==> config.mk <==
export PLATFORM = sky130hd
export DESIGN_NAME = priority_inheritance_mutex
export DESIGN_NICKNAME = d
export VERILOG_FILES = /design/src/hdl/pim_pkg.sv /design/src/hdl/priority_inheritance_mutex.sv
export SDC_FILE = /design/constraint.sdc
export NUM_CORES = 1
export LEC_CHECK = 0
export ABC_AREA = 1
export BUFFER_PORTS_ARGS = -buffer_cell sky130_fd_sc_hd__buf_2
export CAP_MARGIN = 0
export CORE_ASPECT_RATIO = 0.6
export CORE_MARGIN = 1
export CORE_UTILIZATION = 60
export CTS_BUF_LIST = sky130_fd_sc_hd__clkbuf_8
export DETAILED_ROUTE_END_ITERATION = 8
export HOLD_SLACK_MARGIN = 0.06
export PLACE_DENSITY = 0.81
export SLEW_MARGIN = 15
export SYNTH_ARGS = -nofsm -noshare
export SYNTH_HDL_FRONTEND = slang
export SYNTH_SLANG_ARGS = --single-unit
==> constraint.sdc <==
create_clock -name clk -period 7.65 [get_ports clk]
set_input_delay 0.765 -clock clk [delete_from_list [all_inputs] [get_ports clk]]
set_output_delay 0.765 -clock clk [all_outputs]
set_load 0.05 [all_outputs]
==> src/hdl/pim_pkg.sv <==
package pim_pkg;

    localparam int MAX_WAITERS   = 16;
    localparam int TASK_ID_BITS  = 6;
    localparam int PRIORITY_BITS = 8;
    localparam int IDX_BITS      = (MAX_WAITERS > 1) ? $clog2(MAX_WAITERS) : 1;
    localparam int CNT_BITS      = $clog2(MAX_WAITERS + 1);

    localparam logic ACT_LOCK   = 1'b0;
    localparam logic ACT_UNLOCK = 1'b1;

    typedef enum logic [2:0] {
        STAT_GRANTED   = 3'd0,
        STAT_QUEUED    = 3'd1,
        STAT_FREED     = 3'd2,
        STAT_HANDOFF   = 3'd3,
        STAT_NOT_OWNER = 3'd4,
        STAT_FULL      = 3'd5
    } status_t;

    typedef enum logic [2:0] {
        ST_IDLE  = 3'b001,
        ST_SCAN  = 3'b010,
        ST_SHIFT = 3'b100
    } state_t;

    typedef struct packed {
        logic [TASK_ID_BITS-1:0]  id;
        logic [PRIORITY_BITS-1:0] prio;
    } waiter_t;

    typedef struct packed {
        status_t                  status;
        logic [TASK_ID_BITS-1:0]  granted_task;
        logic                     boost_valid;
        logic [TASK_ID_BITS-1:0]  boost_task;
        logic [PRIORITY_BITS-1:0] boost_priority;
        logic                     restore_base;
    } result_t;

endpackage

==> src/hdl/priority_inheritance_mutex.sv <==
// channel  | valid     | stall     | payload
// ---------+-----------+-----------+------------------------------------------------
// request  | req_valid | req_stall | action, task_id, task_priority
// response | rsp_valid | rsp_stall | status, granted_task, boost_valid, boost_task,
//          |           |           | boost_priority, restore_base
//
// Lock, and unlock without waiters or by a non-owner: result valid in the cycle after accept.
// Unlock with waiters: the waiter memory is scanned for the best waiter, then entries above the
// chosen one are shifted down before the handoff result is given.
// The waiter memory has one read port. No clearing pass after reset.
// req_stall is high while a handoff is in progress or a result is held by rsp_stall.
module priority_inheritance_mutex
(
    input  logic                                clk,
    input  logic                                rst_n,
    input  logic                                req_valid,
    output logic                                req_stall,
    input  logic                                action,
    input  logic [pim_pkg::TASK_ID_BITS-1:0]    task_id,
    input  logic [pim_pkg::PRIORITY_BITS-1:0]   task_priority,
    output logic                                rsp_valid,
    input  logic                                rsp_stall,
    output logic [2:0]                          status,
    output logic [pim_pkg::TASK_ID_BITS-1:0]    granted_task,
    output logic                                boost_valid,
    output logic [pim_pkg::TASK_ID_BITS-1:0]    boost_task,
    output logic [pim_pkg::PRIORITY_BITS-1:0]   boost_priority,
    output logic                                restore_base
);

    pim_pkg::waiter_t mem [pim_pkg::MAX_WAITERS];

    pim_pkg::state_t                    state_reg, state_next;
    logic                               locked_reg, locked_next;
    logic [pim_pkg::TASK_ID_BITS-1:0]   owner_id_reg, owner_id_next;
    logic [pim_pkg::PRIORITY_BITS-1:0]  owner_prio_reg, owner_prio_next;
    logic [pim_pkg::CNT_BITS-1:0]       count_reg, count_next;
    logic [pim_pkg::CNT_BITS-1:0]       issue_reg, issue_next;
    logic                               pend_reg, pend_next;
    logic [pim_pkg::IDX_BITS-1:0]       pend_idx_reg, pend_idx_next;
    pim_pkg::waiter_t                   best_reg, best_next;
    logic [pim_pkg::IDX_BITS-1:0]       best_idx_reg, best_idx_next;
    logic                               rsp_valid_reg, rsp_valid_next;
    pim_pkg::result_t                   res_reg, res_next;
    pim_pkg::waiter_t                   rd_data_reg;

    logic                               mem_we;
    logic [pim_pkg::IDX_BITS-1:0]       mem_waddr;
    pim_pkg::waiter_t                   mem_wdata;
    logic [pim_pkg::IDX_BITS-1:0]       rd_addr;
    logic                               accept;
    logic [pim_pkg::CNT_BITS-1:0]       last_idx;

    assign req_stall = (state_reg != pim_pkg::ST_IDLE) || (rsp_valid_reg && rsp_stall);
    assign accept    = req_valid && !req_stall;
    assign last_idx  = count_reg - pim_pkg::CNT_BITS'(1);
    assign rd_addr   = issue_reg[pim_pkg::IDX_BITS-1:0];

    always_comb
    begin
        state_next      = state_reg;
        locked_next     = locked_reg;
        owner_id_next   = owner_id_reg;
        owner_prio_next = owner_prio_reg;
        count_next      = count_reg;
        issue_next      = issue_reg;
        pend_next       = pend_reg;
        pend_idx_next   = pend_idx_reg;
        best_next       = best_reg;
        best_idx_next   = best_idx_reg;
        rsp_valid_next  = rsp_valid_reg && rsp_stall;
        res_next        = res_reg;
        mem_we          = 1'b0;
        mem_waddr       = '0;
        mem_wdata       = '0;

        unique case (state_reg)
            pim_pkg::ST_IDLE:
            begin
                if (accept)
                begin
                    res_next = '0;
                    if (action == pim_pkg::ACT_LOCK)
                    begin
                        rsp_valid_next = 1'b1;
                        if (!locked_reg)
                        begin
                            locked_next           = 1'b1;
                            owner_id_next         = task_id;
                            owner_prio_next       = task_priority;
                            res_next.status       = pim_pkg::STAT_GRANTED;
                            res_next.granted_task = task_id;
                        end
                        else if (count_reg == pim_pkg::CNT_BITS'(pim_pkg::MAX_WAITERS))
                        begin
                            res_next.status = pim_pkg::STAT_FULL;
                        end
                        else
                        begin
                            mem_we          = 1'b1;
                            mem_waddr       = count_reg[pim_pkg::IDX_BITS-1:0];
                            mem_wdata.id    = task_id;
                            mem_wdata.prio  = task_priority;
                            count_next      = count_reg + pim_pkg::CNT_BITS'(1);
                            res_next.status = pim_pkg::STAT_QUEUED;
                            if (task_priority < owner_prio_reg)
                            begin
                                owner_prio_next         = task_priority;
                                res_next.boost_valid    = 1'b1;
                                res_next.boost_task     = owner_id_reg;
                                res_next.boost_priority = task_priority;
                            end
                        end
                    end
                    else if (!locked_reg || task_id != owner_id_reg)
                    begin
                        rsp_valid_next  = 1'b1;
                        res_next.status = pim_pkg::STAT_NOT_OWNER;
                    end
                    else if (count_reg == '0)
                    begin
                        rsp_valid_next        = 1'b1;
                        locked_next           = 1'b0;
                        owner_id_next         = '0;
                        owner_prio_next       = '0;
                        res_next.status       = pim_pkg::STAT_FREED;
                        res_next.restore_base = 1'b1;
                    end
                    else
                    begin
                        issue_next = '0;
                        pend_next  = 1'b0;
                        state_next = pim_pkg::ST_SCAN;
                    end
                end
            end

            pim_pkg::ST_SCAN:
            begin
                if (issue_reg < count_reg)
                begin
                    issue_next    = issue_reg + pim_pkg::CNT_BITS'(1);
                    pend_next     = 1'b1;
                    pend_idx_next = rd_addr;
                end
                else
                begin
                    pend_next = 1'b0;
                end
                if (pend_reg)
                begin
                    if (pend_idx_reg == '0 || rd_data_reg.prio < best_reg.prio)
                    begin
                        best_next     = rd_data_reg;
                        best_idx_next = pend_idx_reg;
                    end
                    if (pim_pkg::CNT_BITS'(pend_idx_reg) == last_idx)
                    begin
                        issue_next = pim_pkg::CNT_BITS'(best_idx_next) + pim_pkg::CNT_BITS'(1);
                        pend_next  = 1'b0;
                        state_next = pim_pkg::ST_SHIFT;
                    end
                end
            end

            pim_pkg::ST_SHIFT:
            begin
                if (issue_reg < count_reg)
                begin
                    issue_next    = issue_reg + pim_pkg::CNT_BITS'(1);
                    pend_next     = 1'b1;
                    pend_idx_next = rd_addr;
                end
                else
                begin
                    pend_next = 1'b0;
                end
                if (pend_reg)
                begin
                    mem_we    = 1'b1;
                    mem_waddr = pend_idx_reg - pim_pkg::IDX_BITS'(1);
                    mem_wdata = rd_data_reg;
                end
                else if (issue_reg >= count_reg)
                begin
                    owner_id_next         = best_reg.id;
                    owner_prio_next       = best_reg.prio;
                    count_next            = last_idx;
                    rsp_valid_next        = 1'b1;
                    res_next              = '0;
                    res_next.status       = pim_pkg::STAT_HANDOFF;
                    res_next.granted_task = best_reg.id;
                    res_next.restore_base = 1'b1;
                    state_next            = pim_pkg::ST_IDLE;
                end
            end

            default:
            begin
                state_next = pim_pkg::ST_IDLE;
            end
        endcase
    end

    always_ff @(posedge clk)
    begin
        if (mem_we)
        begin
            mem[mem_waddr] <= mem_wdata;
        end
        rd_data_reg <= mem[rd_addr];
    end

    always_ff @(posedge clk or negedge rst_n)
    begin
        if (!rst_n)
        begin
            state_reg      <= pim_pkg::ST_IDLE;
            locked_reg     <= 1'b0;
            owner_id_reg   <= '0;
            owner_prio_reg <= '0;
            count_reg      <= '0;
            issue_reg      <= '0;
            pend_reg       <= 1'b0;
            rsp_valid_reg  <= 1'b0;
        end
        else
        begin
            state_reg      <= state_next;
            locked_reg     <= locked_next;
            owner_id_reg   <= owner_id_next;
            owner_prio_reg <= owner_prio_next;
            count_reg      <= count_next;
            issue_reg      <= issue_next;
            pend_reg       <= pend_next;
            rsp_valid_reg  <= rsp_valid_next;
        end
    end

    always_ff @(posedge clk)
    begin
        pend_idx_reg <= pend_idx_next;
        best_reg     <= best_next;
        best_idx_reg <= best_idx_next;
        res_reg      <= res_next;
    end

    assign rsp_valid      = rsp_valid_reg;
    assign status         = res_reg.status;
    assign granted_task   = res_reg.granted_task;
    assign boost_valid    = res_reg.boost_valid;
    assign boost_task     = res_reg.boost_task;
    assign boost_priority = res_reg.boost_priority;
    assign restore_base   = res_reg.restore_base;

endmodule
==> impl_results.md, run 1 <==
- Commonest non-fill, non-tap cell in the layout: edfxtp_1
- # rows: 41
- Die X: 194.9 um
- Crit path DAT: 3.63 ns
- Main combinational cell family by area after synthesis: compound AO/OA/AOI/OAI gates
- CP Capture Type: flip-flop
- Post-layout net count: 1267
- Vias after detailed routing: 9575
- Slew headroom: 21.49%
- Die area: 22940 sq um
- Final core utilization: 68.84%
- Worst-Skew Late Latency: 0.58 ns
- Seq cells post-synth: 314
- Final Hold Viols: 0
- Most frequent cells in the layout: 270 x edfxtp_1, 164 x nor2_1, 146 x o21ai_0, 141 x nand2_1, 103 x inv_1
- Final min period: 3.437 ns
- Pre-CTS setup slack: 4.024 ns
- Post-synthesis simple-gate area fraction: 12.04%
- Num Clock Sinks: 314
- Fraction of registers with async set/reset: 9.554%
- HP Class: input pin to async pin
- CTS tree: done
- Outcome: completed
- Post-DP HPWL: 21440 um
- Met2 Use GR: 41.52%
- # IOs: 46
- DR DRC count: 0
- Initial Utilization: 62.46%
- Startpoint Class: flip-flop
- Predominant post-synthesis flop cell: edfxtp_1
- Hold Slack: 0.2778 ns
- Max reg flops: 224
- Library cells used by synthesis: 48
- Detailed Routing Iterations Pass 1: 6
- Post-synthesis cell area: 13390 sq um
- WL/cell: 21.66 um
- Aggregate routed wire length: 33250 um
- Max-slew violations: 0
- Mux cell area share after synthesis: 0%
- Initial antenna violation count: 1
- Max Clock Freq: 290.9 MHz
- P per Cell Area: 365.0 nW/um^2
- CORE AREA: 21440 sq um
- Crit path max fanout: 17
- CTS max path bufs: 3
- Final ANT Viol Nets: 0
- CTS hold repair buffers: 0
- Ant diodes: 0
- Fin Setup TNS: 0 ns
- XOR/XNOR share of the synthesized area: 0.9155%
- Synth Area in Adders: 2.429%
- Slew at the pin closest to its max-slew limit: 1.173 ns
- P&R area growth vs syn: 10.21%
- Leak: 5.542 nW
- Synth area leader: edfxtp_1
- Post-synth EDFFs: 270
- Met3 usage: 8.567%
- CTS Root Cell: clkbuf_8
- Met1 Track Usage GR: 45.12%
- Synth warn: 0
- RSZ-0062 raised after global routing: no
- Post-CTS Setup Inserts: 0
- Critical Path RT: 7.84 ns
- Top Usage Layer GRT: met1
- Peak supply drop: 0.2492 mV
- GRT overflow: 0
- Total GRT Usage: 29.61%
- Reg clk slew, reported paths: 0.07 ns
- Synth Area in Compound Gates: 12.15%
- Total of max-cap violations: 0
- Sequential-to-total area share from yosys stat: 68.25%
- Htree depth: 2
- Vias in the first global route: 9089
- Crit Path Class: flip-flop to flip-flop
- Syn_nets: 1202
- Gp weighted congestion: 0.9565
- Chip height: 117.7 um
- 1st-iter DRT viols: 1334
- Synth Area per Inst: 11.58 sq um
- Total CTS buffers: 44
- Vias/cell: 6.238
- Pin count of the biggest net entering global routing: 115
- PortBufs: 45
- Worst Skew: 0.02105 ns
- Final period utilization: 44.93%
- Cells after Synth: 1157
- First-pass GRT wire length: 51410 um
- # setup viols final: 0
- Worst setup margin: 4.213 ns
- PostCTS Resize Cnt: 0
- Synth area leaders: edfxtp_1 61%, o21ai_0 5.6%, dfrtp_1 5.4%
- Post-synth top area share: 60.54%
- Ratio of cells with drive above 1 in the final layout: 13.30%
[logic make-up after synthesis]
| group | after synthesis |
|---|---|
| AOI/OAI and AO/OA | 278 |
| and+or+nand+nor | 381 |
| adders and majority gates | 26 |
| xor gates and xnor gates | 14 |
| DFF | 314 |
| buffers and inverters | 144 |
[final timing paths]
path,from,end,slack (ns),depth (start not counted)
setup / recovery,count_reg[0],mem[2][8],4.21,11
max in group asynchronous,rst_n,issue_reg[0],6.78,1
min in group clk,rd_data_reg[13],best_reg[13],0.44,0
hold reg to reg,rd_data_reg[13],best_reg[13],0.44,0
hold / removal,rst_n,issue_reg[0],0.28,1
setup reg to reg,count_reg[0],mem[2][8],4.21,11
[critical path: stages (launching register included)]
cell and delay, ns:
dfrtp_1 0.45, inv_1 0.18, ha_1 0.17, nand2_1 0.07, nor2_1 0.20, inv_1 0.09, nand2_1 0.09, nor2_1 0.06
inv_1 0.49, o22ai_1 0.25, or2_1 0.35, nor2_2 0.66
[layer usage]
metal / wire, um / up-vias
met4: 702 / 0
li1: - / 4256
met5: 0 / -
met2: 14120 / 648
met3: 4473 / 79
met1: 13950 / 4592
[synth_stat cells, types with 3 or more instances]
library cell    n
edfxtp_1      270
nor2_1        171
o21ai_0       149
nand2_1       141
inv_1          86
clkbuf_1       47
nand3_1        42
o22ai_1        37
dfrtp_1        29
a21oi_1        28
ha_1           26
o221ai_1       22
dfxtp_1        14
o21ai_2        10
a22oi_1         9
o211ai_1        9
xor2_1          9
o21ai_1         7
nor3_1          6
xnor2_1         5
inv_2           3
nand2_2         3
nand4_1         3
[per-stage QoR]
stage	instance area (sq um)	total power [mW]	cells
global placement	13960	4.098	1455
global route	14760	5.638	1535
detailed placement	13960	4.159	1455
CTS	14730	5.335	1535
finish	14760	5.387	1535
floorplan	13390	3.588	1157
[report_power, final]
part / internal [mW] / leakage (nW) / switching, mW
logic: 0.527 / 2.08 / 1.41
clock network: 0.542 / 0.456 / 0.639
registers: 2.11 / 3.01 / 0.162
[final cells by class]
class,instances,area [sq um]
well taps,279,349.1
clock buffers,44,605.6
clock inverters,36,160.2
inverters,91,344.1
repair buffers,72,427.9
fillers,1474,6683
flip-flops and latches,314,9144
multi-input cells,699,3730
No activity file was read; power rests on OpenSTA's default activity.
==> run 2, diff against run 1 <==
==> constraint.sdc (replaced) <==
create_clock -name clk -period 3.4 [get_ports clk]
set_input_delay 0.34 -clock clk [delete_from_list [all_inputs] [get_ports clk]]
set_output_delay 0.34 -clock clk [all_outputs]
set_load 0.05 [all_outputs]
==> run 2 against run 1 <==
Effect of this change: combinational power rose by 130%; sequential power increased by 120%; total power increased by 120%; largest cell class unchanged; first-iteration DRC count shrank 0.60%; clock power rose by 130%.
==> impl_results.md, run 2 (same netlist as run 1, synthesis figures left out) <==
- DR DRC count: 0
- Crit path max fanout: 17
- RSZ-0062 raised after global routing: no
- Ant diodes: 0
- CP Capture Type: flip-flop
- Fin Setup TNS: 0 ns
- Slew at the pin closest to its max-slew limit: 1.149 ns
- CORE AREA: 21440 sq um
- Htree depth: 2
- CTS max path bufs: 3
- DP Area: 14110 sq um
- Most frequent cells in the layout: 270 x edfxtp_1, 171 x nor2_1, 149 x o21ai_0, 141 x nand2_1, 106 x inv_1
- Met1 Track Usage GR: 45.30%
- Total power: 12.12 mW
- CP delay by family, top: simple AND/OR/NAND/NOR gates
- Slowest-stage cell, CP: dfrtp_1
- # setup viols final: 0
- P per Cell Area: 813.0 nW/um^2
- Die area: 22940 sq um
- # IOs: 46
- Post-layout net count: 1287
- CTS Root Cell: clkbuf_8
- Reg clk slew, reported paths: 0.07 ns
- WL/cell: 21.13 um
- PortBufs: 45
- Initial Utilization: 62.46%
- Final cell count without fillers: 1554
- Die X: 194.9 um
- P&R area growth vs syn: 11.31%
- Chip height: 117.7 um
- Initial antenna violation count: 0
- Vias/cell: 6.140
- Num Clock Sinks: 314
- Max Clock Freq: 339.9 MHz
- Commonest non-fill, non-tap cell in the layout: edfxtp_1
- Slew headroom: 23.41%
- Max reg flops: 224
- Crit path DAT: 3.16 ns
- Detailed Routing Iterations Pass 1: 6
- 1st-iter DRT viols: 1326
- Total GRT Usage: 29.11%
- HP Class: input pin to flip-flop
- Met2 Use GR: 40.83%
- Startpoint Class: flip-flop
- # rows: 41
- Total of max-cap violations: 0
- Final instance area: 14910 sq um
- Pin count of the biggest net entering global routing: 117
- Vias in the first global route: 9097
- Final ANT Viol Nets: 0
- Top Usage Layer GRT: met1
- Final Hold Viols: 0
- Placed cell count: 1475
- Vias after detailed routing: 9542
- Met3 usage: 7.593%
- Final period utilization: 86.53%
- First-pass GRT wire length: 50870 um
- PostCTS Resize Cnt: 0
- Buf/Inv on CP: 4
- Outcome: completed
- Filler cells: 1431
- CTS tree: done
- Critical Path RT: 3.62 ns
- Peak supply drop: 0.6136 mV
- GRT overflow: 0
- Crit Path Class: flip-flop to flip-flop
- Worst-Skew Late Latency: 0.57 ns
- Leak: 5.678 nW
- Total CTS buffers: 43
- Worst Skew: 0.04697 ns
- Gp weighted congestion: 0.9779
- Max incr delay on CP: 0.45 ns
- Aggregate routed wire length: 32830 um
- Post-DP HPWL: 21860 um
- Final min period: 2.942 ns
- Critical path cell sequence: inv_1, ha_1, nand2_1, nor2_1, inv_1, nand2_1, nor2_1, inv_1, o22ai_1, or2_1, nor2_1, buf_4
- Ratio of cells with drive above 1 in the final layout: 14.04%
- Max-slew violations: 0
-- run 2: area by class of cell --
class / instances / area (sq um) / share of cell area (%)
multi-input combinational: 699 / 3697 / 24.80
timing repair buffer: 93 / 588.1 / 3.945
clock inverter: 30 / 125.1 / 0.8393
clock buffer: 48 / 660.6 / 4.431
inverter: 91 / 344.1 / 2.308
sequential: 314 / 9144 / 61.33
tap: 279 / 349.1 / 2.342
-- run 2: final timing paths --
| kind | start | endpoint | slack [ns] | cells past startpoint |
|---|---|---|---|---|
| worst max register to register | count_reg[0] | mem[6][11] | 0.46 | 12 |
| min in group asynchronous | rst_n | owner_id_reg[5] | 0.39 | 2 |
| worst max-delay path | count_reg[0] | mem[6][11] | 0.46 | 12 |
| worst min register to register | rd_data_reg[8] | best_reg[8] | 0.44 | 0 |
| max in group asynchronous | rst_n | issue_reg[0] | 2.44 | 2 |
| worst min-delay path | task_priority[7] | owner_prio_reg[7] | 0.1 | 3 |
-- run 2: worst register-to-register path, delay by kind of cell, from the launching register on --
kind,cells,cell delay (ns)
flip-flops,1,0.45
AO/OA/AOI/OAI,1,0.22
buffers and inverters,4,0.88
adder cells (fa/ha/maj),1,0.17
AND/OR/NAND/NOR,6,0.89
-- run 2: what timing repair did --
action                                 4_1_cts  5_1_grt
endpoints found under the hold margin       29        0
hold buffers                                 1        0
setup buffers                                0        0
-- run 2: per-stage QoR --
stage          utilization, %  hold WS (ns)  setup WS [ns]
2_1_floorplan               -       0.04441         0.1269
3_3_place_gp            65.81        0.4165         0.6019
3_5_place_dp            65.81        0.4158         0.5598
4_1_cts                 69.52       0.08155         0.5275
5_1_grt                 69.52        0.1211         0.2534
6_report                69.52       0.09899         0.4580
-- run 2: power breakdown --
part           switching [mW]  total, mW  internal [mW]
clock                    1.41       2.70           1.30
combinational            3.17       4.38           1.20
sequential              0.303       5.04           4.74
total                    4.88       12.1           7.24
-- run 2: routing by layer --
layer	up-vias	wire (um)
met2	601	14020
li1	4294	-
met1	4596	14130
met3	51	4199
met5	-	0
met4	0	474
==> run 3, diff against run 2 <==
--- a/config.mk
+++ b/config.mk
@@ -5,7 +5,6 @@
 export SDC_FILE = /design/constraint.sdc
 export NUM_CORES = 1
 export LEC_CHECK = 0
-export ABC_AREA = 1
 export BUFFER_PORTS_ARGS = -buffer_cell sky130_fd_sc_hd__buf_2
 export CAP_MARGIN = 0
 export CORE_ASPECT_RATIO = 0.6
==> run 3 against run 2 <==
Effect of this change: register-to-register slack worse by 0.14 ns; maximum frequency down 4.6%; clock power up 6%; critical path depth down 2; first-iteration DRC count down 23%; core utilization down 0.43 points; non-clock buffer count down 21; clock skew down 0.023 ns; global-route usage down 2.4 points; wire length down 10%; die area up 0.29%; largest cell class unchanged.
==> impl_results.md, run 3 <==
- Library cells used by synthesis: 79
- Post-synthesis cell area: 13430 sq um
- CTS tree: done
- Worst-Skew Late Latency: 0.55 ns
- Fin Setup TNS: 0 ns
- Final period utilization: 90.71%
- P per Cell Area: 634.4 nW/um^2
- GRT overflow: 0
- Outcome: completed
- Peak supply drop: 0.6269 mV
- Seq cells post-synth: 314
- PortBufs: 45
- Slew at the pin closest to its max-slew limit: 0.9472 ns
- WL/cell: 25.30 um
- Worst Skew: 0.02417 ns
- Initial antenna violation count: 0
- Synth area leaders: edfxtp_1 60%, mux4_2 12%, dfrtp_1 5.4%
- Final core utilization: 69.09%
- Max reg flops: 224
- Post-synth EDFFs: 270
- First-pass GRT wire length: 45310 um
- CTS Root Cell: clkbuf_8
- Synth Area per Inst: 17.29 sq um
- Max Clock Freq: 324.2 MHz
- Synth area leader: edfxtp_1
- Vias/cell: 6.467
- Total GRT Usage: 26.67%
- Chip height: 117.9 um
- Final ANT Viol Nets: 0
- Predominant post-synthesis flop cell: edfxtp_1
- Post-layout net count: 898
- Leak: 5.314 nW
- DP Area: 13990 sq um
- Max-slew violations: 0
- Crit path DAT: 3.49 ns
- Die X: 195.2 um
- Cells after Synth: 777
- P&R area growth vs syn: 10.56%
- Commonest non-fill, non-tap cell in the layout: edfxtp_1
- Synth warn: 0
- Gp weighted congestion: 0.9370
- Total CTS buffers: 43
- Startpoint Class: flip-flop
- Total of max-cap violations: 0
- Crit Path Class: flip-flop to flip-flop
- Initial Utilization: 62.49%
- CTS max path bufs: 3
- Die area: 23010 sq um
- Post-DP HPWL: 18950 um
- Final Hold Viols: 0
- RSZ-0062 raised after global routing: no
- Final instance area: 14850 sq um
- Post-synth top area share: 60.36%
- HP Class: input pin to flip-flop
- Top cells by count, synth: 270 x edfxtp_1, 70 x mux4_2, 33 x nor2_1
- Reg clk slew, reported paths: 0.07 ns
- Worst R2R Setup Slack: 0.32 ns
- Ratio of cells with drive above 1 in the final layout: 26.52%
- CP Capture Type: flip-flop
- Htree depth: 2
- Crit path max fanout: 6
- CORE AREA: 21490 sq um
- Slew headroom: 36.47%
- Final cell count without fillers: 1165
- Placed cell count: 1086
- # IOs: 46
- # setup viols final: 0
- 1st-iter DRT viols: 1024
- Critical Path RT: 3.81 ns
- Final min period: 3.084 ns
- Syn_nets: 822
- Pin count of the biggest net entering global routing: 62
- Most frequent cells in the layout: 270 x edfxtp_1, 70 x mux4_2, 46 x clkbuf_8, 45 x buf_2, 37 x inv_1
- Detailed Routing Iterations Pass 1: 6
- Vias after detailed routing: 7534
- Vias in the first global route: 7644
- Num Clock Sinks: 314
- Aggregate routed wire length: 29470 um
- Ant diodes: 0
- DR DRC count: 0
- Sequential-to-total area share from yosys stat: 68.05%
- # rows: 41
- Fraction of registers with async set/reset: 9.554%
- Most common cell in the synthesized netlist: edfxtp_1
==> run 3: layout make-up <==
class	instances	area (sq um)
Clock buffer	46	633.1
Clock inverter	32	211.5
Fill cell	1316	6644
Inverter	26	97.59
Multi-Input combinational cell	396	3971
Sequential cell	314	9145
Tap cell	279	349.1
Timing Repair Buffer	72	442.9
==> run 3: per-layer routing <==
metal	vias to the layer above	wire, um	global-route usage (%)
met2	436	13200	39.08
li1	3241	-	-
met3	46	3526	8.023
met5	-	0	0
met4	0	391	6.102
met1	3811	12360	39.68
==> run 3: worst paths after layout <==
path	from	end	cells after the start
min	rsp_stall	rsp_valid	3
min in group asynchronous	rst_n	owner_prio_reg[2]	2
max	best_reg[1]	issue_reg[4]	10
min reg2reg	rd_data_reg[13]	best_reg[13]	0
max in group asynchronous	rst_n	issue_reg[0]	2
max reg2reg	best_reg[1]	issue_reg[4]	10
==> run 3: kinds of logic after synthesis <==
| kind of cell | after synthesis | synth area share, % |
|---|---|---|
| flops | 314 | 68.05 |
| compound gates | 115 | 6.595 |
| simple gates | 148 | 6.083 |
| mux | 85 | 12.96 |
| xor+xnor | 22 | 1.435 |
| fa+ha+maj | 26 | 2.422 |
| buf+inv | 67 | 2.459 |
==> run 3: metrics by stage <==
stage / worst slack, ns / total power [mW] / hold slack, ns
finish: 0.3158 / 9.421 / 0.1180
floorplan: 0.4617 / 6.093 / 0.04441
global placement: 0.3958 / 6.509 / 0.4314
global route: 0.1604 / 9.809 / 0.1334
detailed placement: 0.2070 / 6.598 / 0.4340
CTS: 0.1720 / 9.434 / 0.1002
==> run 3: report_power, final <==
group          leakage (nW)  internal, mW  switching (mW)  total [mW]
combinational          1.85         0.786            1.03        1.82
sequential             2.99          4.52           0.224        4.75
clock                 0.475          1.48            1.38        2.86
total                  5.31          6.79            2.63        9.42
==> run 3: critical path: stages (launching register included) <==
cell       delay, ns
edfxtp_1        0.40
inv_1           0.09
ha_1            0.25
a2111oi_2       0.52
or3b_1          0.35
nand2_1         0.13
nand2_1         0.10
mux2_2          0.36
ha_1            0.23
o2111a_1        0.14
or3_1           0.37
==> run 3: what timing repair did <==
action,4_1_cts,5_1_grt
hold endpoints to repair,29,0
gates resized for setup,0,1
setup endpoints to repair,0,2
setup buffers,0,0
hold buffers,1,0
